File: src/rtl/core/alu8f_pkg.sv
// ----------------------------------------------------------------------------
// alu8f_pkg: shared types for the 8-bit accumulator alu
// opcode encoding, flag layout and the result record
// ----------------------------------------------------------------------------
`default_nettype none

package alu8f_pkg;

  typedef enum logic [4:0] {
    OP_ADD     = 5'd0,
    OP_ADC     = 5'd1,
    OP_SUB     = 5'd2,
    OP_SBC     = 5'd3,
    OP_AND     = 5'd4,
    OP_XOR     = 5'd5,
    OP_OR      = 5'd6,
    OP_CP      = 5'd7,
    OP_INC     = 5'd8,
    OP_DEC     = 5'd9,
    OP_INC_ACC = 5'd10,
    OP_DEC_ACC = 5'd11,
    OP_ADD16   = 5'd12,
    OP_ADD_SP  = 5'd13,
    OP_DAA     = 5'd14,
    OP_SCF     = 5'd15,
    OP_CPL     = 5'd16,
    OP_CCF     = 5'd17,
    OP_LOAD    = 5'd18
  } op_t;

  // bit3 z, bit2 n, bit1 h, bit0 c
  typedef struct packed {
    logic z;
    logic n;
    logic h;
    logic c;
  } flags_t;

  typedef struct packed {
    logic [15:0] value;
    logic [7:0]  accumulator;
    flags_t      flags;
  } result_t;

  localparam logic [3:0] NIBBLE_MAX = 4'hF;
  localparam logic [3:0] BCD_DIGIT_MAX = 4'h9;
  localparam logic [7:0] BCD_BYTE_MAX = 8'h99;
  localparam logic [7:0] DAA_LOW_ADJ = 8'h06;
  localparam logic [7:0] DAA_HIGH_ADJ = 8'h60;

endpackage

`default_nettype wire

File: src/rtl/core/cpu_alu_8bit_with_flags.sv
// ----------------------------------------------------------------------------
// cpu_alu_8bit_with_flags: 8-bit accumulator alu with z/n/h/c flags
// one instruction per transaction; keeps the accumulator and the flag register
// ----------------------------------------------------------------------------
// an accepted instruction's result is registered in the result register or the skid register
// throughput: 1 instruction per cycle while item_stall is low; the accumulator/flag
//   feedback through the combinational alu datapath is the only loop
// a two-entry output (result register plus skid register) keeps input flowing
//   for one more instruction while the result side stalls
// reset: synchronous, active high; clears the accumulator, flags and valids
`default_nettype none

module cpu_alu_8bit_with_flags
  import alu8f_pkg::*;
(
  input  wire logic        clk,
  input  wire logic        rst,
  // item channel
  input  wire logic        item_valid,
  output logic             item_stall,
  input  wire logic [4:0]  op,
  input  wire logic [7:0]  operand,
  input  wire logic [15:0] wide_left,
  input  wire logic [15:0] wide_right,
  input  wire logic [3:0]  flags_load,
  // result channel
  output logic             result_valid,
  input  wire logic        result_stall,
  output logic [15:0]      value,
  output logic [7:0]       accumulator,
  output logic [3:0]       flags
);

  // architectural state
  logic [7:0] acc_reg;
  flags_t     flag_reg;

  // output register and skid register
  logic    out_valid;
  result_t out_data;
  logic    skid_valid;
  result_t skid_data;

  logic    accept;
  logic    load_out;

  // alu datapath
  logic [7:0]  acc_next;
  flags_t      flag_next;
  logic [15:0] value_next;
  logic        use_acc;

  logic        cin;
  logic [8:0]  add_sum;
  logic [4:0]  add_nib;
  logic [8:0]  sub_diff;
  logic [4:0]  sub_nib;
  logic [7:0]  step_src;
  logic [7:0]  inc_res;
  logic [7:0]  dec_res;
  logic [16:0] wide_sum;
  logic [12:0] wide_low;
  logic [15:0] sp_sum;
  logic [4:0]  sp_nib;
  logic [8:0]  sp_byte;
  logic [7:0]  daa_adj;
  logic        daa_carry;
  logic [7:0]  daa_res;

  assign item_stall = skid_valid;
  assign accept     = item_valid && !item_stall;
  assign load_out   = !out_valid || !result_stall;

  always_comb begin
    // carry in only for adc / sbc
    cin = ((op_t'(op) == OP_ADC) || (op_t'(op) == OP_SBC)) ? flag_reg.c : 1'b0;

    add_sum  = {1'b0, acc_reg} + {1'b0, operand} + {8'd0, cin};
    add_nib  = {1'b0, acc_reg[3:0]} + {1'b0, operand[3:0]} + {4'd0, cin};
    // top bit of the wrapped difference is the borrow
    sub_diff = {1'b0, acc_reg} - {1'b0, operand} - {8'd0, cin};
    sub_nib  = {1'b0, acc_reg[3:0]} - {1'b0, operand[3:0]} - {4'd0, cin};

    // inc/dec work on the operand byte or the accumulator
    step_src = ((op_t'(op) == OP_INC) || (op_t'(op) == OP_DEC)) ? operand : acc_reg;
    inc_res  = step_src + 8'd1;
    dec_res  = step_src - 8'd1;

    wide_sum = {1'b0, wide_left} + {1'b0, wide_right};
    wide_low = {1'b0, wide_left[11:0]} + {1'b0, wide_right[11:0]};

    // stack pointer plus sign-extended offset; flags from the unsigned low byte
    sp_sum  = wide_left + {{8{operand[7]}}, operand};
    sp_nib  = {1'b0, wide_left[3:0]} + {1'b0, operand[3:0]};
    sp_byte = {1'b0, wide_left[7:0]} + {1'b0, operand};

    // decimal adjust
    daa_adj   = 8'd0;
    daa_carry = flag_reg.c;
    if (flag_reg.n) begin
      if (flag_reg.h) daa_adj = daa_adj | DAA_LOW_ADJ;
      if (flag_reg.c) daa_adj = daa_adj | DAA_HIGH_ADJ;
      daa_res = acc_reg - daa_adj;
    end else begin
      if (flag_reg.h || (acc_reg[3:0] > BCD_DIGIT_MAX)) daa_adj = daa_adj | DAA_LOW_ADJ;
      if (flag_reg.c || (acc_reg > BCD_BYTE_MAX)) begin
        daa_adj   = daa_adj | DAA_HIGH_ADJ;
        daa_carry = 1'b1;
      end
      daa_res = acc_reg + daa_adj;
    end
  end

  always_comb begin
    acc_next   = acc_reg;
    flag_next  = flag_reg;
    value_next = 16'd0;
    use_acc    = 1'b1;
    unique case (op_t'(op))
      OP_ADD, OP_ADC: begin
        acc_next  = add_sum[7:0];
        flag_next = '{z: (add_sum[7:0] == 8'd0), n: 1'b0, h: add_nib[4], c: add_sum[8]};
      end
      OP_SUB, OP_SBC: begin
        acc_next  = sub_diff[7:0];
        flag_next = '{z: (sub_diff[7:0] == 8'd0), n: 1'b1, h: sub_nib[4], c: sub_diff[8]};
      end
      OP_CP: begin
        flag_next = '{z: (sub_diff[7:0] == 8'd0), n: 1'b1, h: sub_nib[4], c: sub_diff[8]};
      end
      OP_AND: begin
        acc_next  = acc_reg & operand;
        flag_next = '{z: ((acc_reg & operand) == 8'd0), n: 1'b0, h: 1'b1, c: 1'b0};
      end
      OP_XOR: begin
        acc_next  = acc_reg ^ operand;
        flag_next = '{z: ((acc_reg ^ operand) == 8'd0), n: 1'b0, h: 1'b0, c: 1'b0};
      end
      OP_OR: begin
        acc_next  = acc_reg | operand;
        flag_next = '{z: ((acc_reg | operand) == 8'd0), n: 1'b0, h: 1'b0, c: 1'b0};
      end
      OP_INC: begin
        flag_next  = '{z: (inc_res == 8'd0), n: 1'b0, h: (step_src[3:0] == NIBBLE_MAX),
                       c: flag_reg.c};
        value_next = {8'd0, inc_res};
        use_acc    = 1'b0;
      end
      OP_DEC: begin
        flag_next  = '{z: (dec_res == 8'd0), n: 1'b1, h: (step_src[3:0] == 4'd0),
                       c: flag_reg.c};
        value_next = {8'd0, dec_res};
        use_acc    = 1'b0;
      end
      OP_INC_ACC: begin
        acc_next  = inc_res;
        flag_next = '{z: (inc_res == 8'd0), n: 1'b0, h: (step_src[3:0] == NIBBLE_MAX),
                      c: flag_reg.c};
      end
      OP_DEC_ACC: begin
        acc_next  = dec_res;
        flag_next = '{z: (dec_res == 8'd0), n: 1'b1, h: (step_src[3:0] == 4'd0),
                      c: flag_reg.c};
      end
      OP_ADD16: begin
        flag_next  = '{z: flag_reg.z, n: 1'b0, h: wide_low[12], c: wide_sum[16]};
        value_next = wide_sum[15:0];
        use_acc    = 1'b0;
      end
      OP_ADD_SP: begin
        flag_next  = '{z: 1'b0, n: 1'b0, h: sp_nib[4], c: sp_byte[8]};
        value_next = sp_sum;
        use_acc    = 1'b0;
      end
      OP_DAA: begin
        acc_next  = daa_res;
        flag_next = '{z: (daa_res == 8'd0), n: flag_reg.n, h: 1'b0, c: daa_carry};
      end
      OP_SCF: begin
        flag_next = '{z: flag_reg.z, n: 1'b0, h: 1'b0, c: 1'b1};
      end
      OP_CPL: begin
        acc_next  = ~acc_reg;
        flag_next = '{z: flag_reg.z, n: 1'b1, h: 1'b1, c: flag_reg.c};
      end
      OP_CCF: begin
        flag_next = '{z: flag_reg.z, n: 1'b0, h: 1'b0, c: !flag_reg.c};
      end
      OP_LOAD: begin
        acc_next  = operand;
        flag_next = flags_t'(flags_load);
      end
      default: begin
        // unused opcodes leave the state alone
      end
    endcase
    if (use_acc) value_next = {8'd0, acc_next};
  end

  // architectural state updates on every accepted item transaction
  always_ff @(posedge clk) begin
    if (rst) begin
      acc_reg  <= 8'd0;
      flag_reg <= '0;
    end else if (accept) begin
      acc_reg  <= acc_next;
      flag_reg <= flag_next;
    end
  end

  // result register with skid: a stalled result parks the next one in the skid
  always_ff @(posedge clk) begin
    if (rst) begin
      out_valid  <= 1'b0;
      skid_valid <= 1'b0;
    end else if (load_out) begin
      if (skid_valid) begin
        out_valid  <= 1'b1;
        skid_valid <= 1'b0;
      end else begin
        out_valid <= accept;
      end
    end else if (accept) begin
      skid_valid <= 1'b1;
    end
  end

  always_ff @(posedge clk) begin
    if (load_out) begin
      if (skid_valid) begin
        out_data <= skid_data;
      end else if (accept) begin
        out_data <= '{value: value_next, accumulator: acc_next, flags: flag_next};
      end
    end else if (accept) begin
      skid_data <= '{value: value_next, accumulator: acc_next, flags: flag_next};
    end
  end

  assign result_valid = out_valid;
  assign value        = out_data.value;
  assign accumulator  = out_data.accumulator;
  assign flags        = out_data.flags;

endmodule

`default_nettype wire
File: config.mk
export PLATFORM = sky130hd
export DESIGN_NAME = cpu_alu_8bit_with_flags
export DESIGN_NICKNAME = d
export VERILOG_FILES = /design/src/rtl/core/alu8f_pkg.sv /design/src/rtl/core/cpu_alu_8bit_with_flags.sv
export SDC_FILE = /design/constraint.sdc
export NUM_CORES = 1
export LEC_CHECK = 0
export BUFFER_PORTS_ARGS = -buffer_cell sky130_fd_sc_hd__buf_2
export CAP_MARGIN = 20
export CORE_AREA = 10 10 136 138
export DETAILED_ROUTE_END_ITERATION = 8
export DIE_AREA = 0 0 146 148
export PLACE_DENSITY_LB_ADDON = 0.25
export SYNTH_ARGS = -nofsm -noshare
export SYNTH_HDL_FRONTEND = slang
export SYNTH_SLANG_ARGS = --single-unit
File: constraint.sdc
create_clock -name clk -period 5.15 [get_ports clk]
set_input_delay 0.2575 -clock clk [delete_from_list [all_inputs] [get_ports clk]]
set_output_delay 0.2575 -clock clk [all_outputs]
set_load 0.03 [all_outputs]
==> results.md <==
Critical path:
- For the worst setup path, the data required time is 5.22 ns.
- The critical path is of the reg2reg type.
- The type of element capturing the critical path is a register.
- STA classifies the critical path startpoint as a register.
- In this run the worst path has a maximum fanout of 7.
- The arrival time of data at the critical path endpoint is 4.19 ns.
- The worst reg-to-reg path cell count is 11.

Layout:
- Ranked by flip-flop count, first place goes to skid_data.
- The register with the most flip-flops in the layout has 28 of them.
- The number of nets in the layout is 1097.
- The repair_antennas step left the layout with diodes totalling 0.
- From synthesis to final layout, the design area changed by 12.4%.
- The finished cells cover 8550 um2.
- The layout cell share with drive strength beyond 1 is 0.157.
- After filler insertion, the fill cell instance count of the layout stands at 1500.

Drt:
- The iteration-0 DRC count of the detailed router is 834.
- The final route contains 7480 vias.
- The number of remaining DRC errors is 0.
- The number of nets with antenna violations after detailed routing is 0.
- The routed wire length is 26.9 mm.
- The average via count per standard cell is 6.31.
- After detailed routing, the average wire length per cell comes to 22.7 um.
- The number of iterations in the first detailed-routing pass is 6.

Logic synthesis:
- The share of async-settable or async-resettable flops after synthesis is 0.
- The count of flip-flops with a built-in enable after synthesis is 56.
- In the synthesized netlist, the cells that appear most often are 82 x nand2_1, 74 x ha_1, 58 x nor2_1, 56 x edfxtp_1, 49 x a21oi_1.
- The area fraction of the dominant cell type after synthesis is 0.221.
- For this run, the number of Yosys warnings is 0.
- The most used flip-flop cell after synthesis is edfxtp_1.
- The most frequent cell after synthesis is nand2_1.
- In this run the cell area of the synthesized design comes to 7600 um2.
- The largest area contributor in the synthesized netlist is edfxtp_1.
- A synthesized cell averages 8.46 um2.
- In this run, synthesis produced a sequential element count of 70.
- Sorting the synthesized cells by area gives the leading types as edfxtp_1 22%, ha_1 12%, nand2_1 4.0%.
- The synthesized netlist net count is 1032.
- In this run, distinct cell masters in the synthesized netlist total 77.
- The sequential fraction of the synthesis area is 0.258.
- The count of mapped cells out of synthesis is 899.

Timing:
- Timing would allow up to 243 MHz.
- The final count of hold timing violations is 0.
- On the final layout, the worst clock skew is 0.00653 ns.
- The minimum clock period is 4.12 ns.
- The final-report max-slew violation count is 0.
- The sum of negative setup slack is 0 ns.
- For the pin with the worst max-slew slack, the measured transition is 1.07 ns.
- Setup repair after global routing left no endpoint under its margin.
- Dividing the final minimum period by the clock period gives 0.799.
- The post-route worst hold slack is 0.263 ns.
- The count of endpoints failing setup in the final report is 0.
- The remaining max-slew budget at the tightest pin is 0.282.

Die:
- The die height is 148 um.
- The starting density of the core is 0.484.
- The die area is 21600 um2.
- The floorplan has 46 rows.
- The die boundary width is 146 um.
- The core region is 15700 um2.
- The number of top-level pins is 83.

Power and ir drop:
- The maximum ir drop on the vdd rail is 231 uV.
- The static leakage is 3.47 nW.
- The power density over the cells is 249 nW/um2.

GRT:
- The initial antenna violation count came to 0.
- The total overflow left after global routing is 0.
- For this run, the total global-route usage over all layers was measured as 0.241.
- The number of global-route vias before repair was 7118.
- The first-pass GRT wire length is 41.7 mm.
- Entering global routing, the biggest net connects 44 pins.

Placed design:
- After detailed placement, the total cell area comes to 8250 um2.
- Buffers placed on the I/O ports in this run total 82.
- The final weighted congestion of routability-driven global placement is 1.02.
- Detailed placement finished with a half-perimeter wire length of 21.1 mm.

CTS:
- Counting every sink on the clock net gives 70.
- No sink is reached through more buffers than the 2 on the longest clock path.
- The CTS tree is done.
- The post-CTS repair timing setup buffer count is 0.
- The later-pin clock latency in the skew report is 0.33 ns.
- Buffers inserted during clock tree synthesis total 9.
- Once the clock tree was built, the resizer swapped 0 gates to a different size.
- The total of hold buffers inserted after clock tree synthesis is 0.
- The H-tree depth reported by CTS is 3.
- The clock slew seen by the registers of the worst setup and hold paths is 0.06 ns.
- The CTS root buffer is clkbuf_16.

Status:
- The flow ran to the end, and the final reports show no timing, DRC or antenna violations.

Min path:
- The path type of the worst min-delay path is in2reg.
- Counting instances, the worst hold path has a depth of 3.

Flow run:
- The number of maximum-capacitance constraint violations is 0.
## power by group
part           internal [W]  switching, W  total, W
Combinational      0.000305      0.000521  0.000826
Clock              0.000376      0.000240  0.000617
Sequential         0.000661     0.0000285  0.000690
## metal layers
layer  track usage  vias to the layer above  share of wire
li1              -                     3515              -
met1         0.335                     3467           0.44
met3        0.0794                       57           0.12
met5             0                        -              0
met2         0.346                      441           0.42
met4        0.0706                        0          0.028
## area by class of cell
class / count / area [um2] / area share
flip-flops and latches: 70 / 1960 / 0.230
clock inverters: 7 / 72.6 / 0.00849
well taps: 216 / 270 / 0.0316
multi-input cells: 734 / 5280 / 0.618
inverters: 47 / 176 / 0.0206
clock buffers: 9 / 225 / 0.0263
repair buffers: 102 / 561 / 0.0656
## through the flow
step,cells,worst slack (ns),utilization,power [W]
final,1185,1.03,0.544,0.00213
after global routing,1185,0.890,0.544,0.00224
after CTS,1185,1.12,0.544,0.00212
after detailed placement,1169,0.898,0.525,0.00150
after global placement,1169,0.859,0.525,0.00151
after floorplan,899,0.672,-,0.00126
## critical path, cell delays in order (launching register included)
cell      delay, ns
dfxtp_1        0.55
nand2_1        0.08
or3_1          0.36
inv_1          0.09
fa_1           0.42
ha_1           0.30
xnor2_1        0.22
o22ai_1        0.15
a221o_1        0.34
a211oi_1       0.73
a22oi_1        0.29
mux2_2         0.35
## final timing paths
| check | start | end | slack (ns) |
|---|---|---|---|
| worst min-delay path | result_stall | item_stall | 0.26 |
| worst min register to register | flag_reg[1] | flag_reg[1] | 0.53 |
| worst max-delay path | flag_reg[0] | value[0] | 1.03 |
| worst max register to register | flag_reg[0] | value[0] | 1.03 |
## cell usage in the layout, fill, tap and decap left out, types with 17 or more instances in the layout
cell      synthesis  final
a21o_1           17     17
a211oi_1         17     17
a21oi_1          49     48
buf_4             0     20
buf_2             6     82
xnor2_1          35     35
xor2_1           20     20
o21ai_0          48     48
nor3_1           30     30
o22ai_1          19     19
ha_1             74     74
edfxtp_1         56     56
nand3_1          23     23
inv_1            46     46
mux2i_1          24     24
nand2_1          82     82
nor2_1           58     57
## kinds of logic after synthesis
logic type               Yosys count  synth area share
AO/OA/AOI/OAI                    261             0.235
XOR/XNOR                          55            0.0634
adder cells (fa/ha/maj)           80             0.138
buffers and inverters             95            0.0489
flip-flops                        70             0.258
multiplexers                      39            0.0558
AND/OR/NAND/NOR                  299             0.201
No activity file was read; power rests on OpenSTA's default activity.
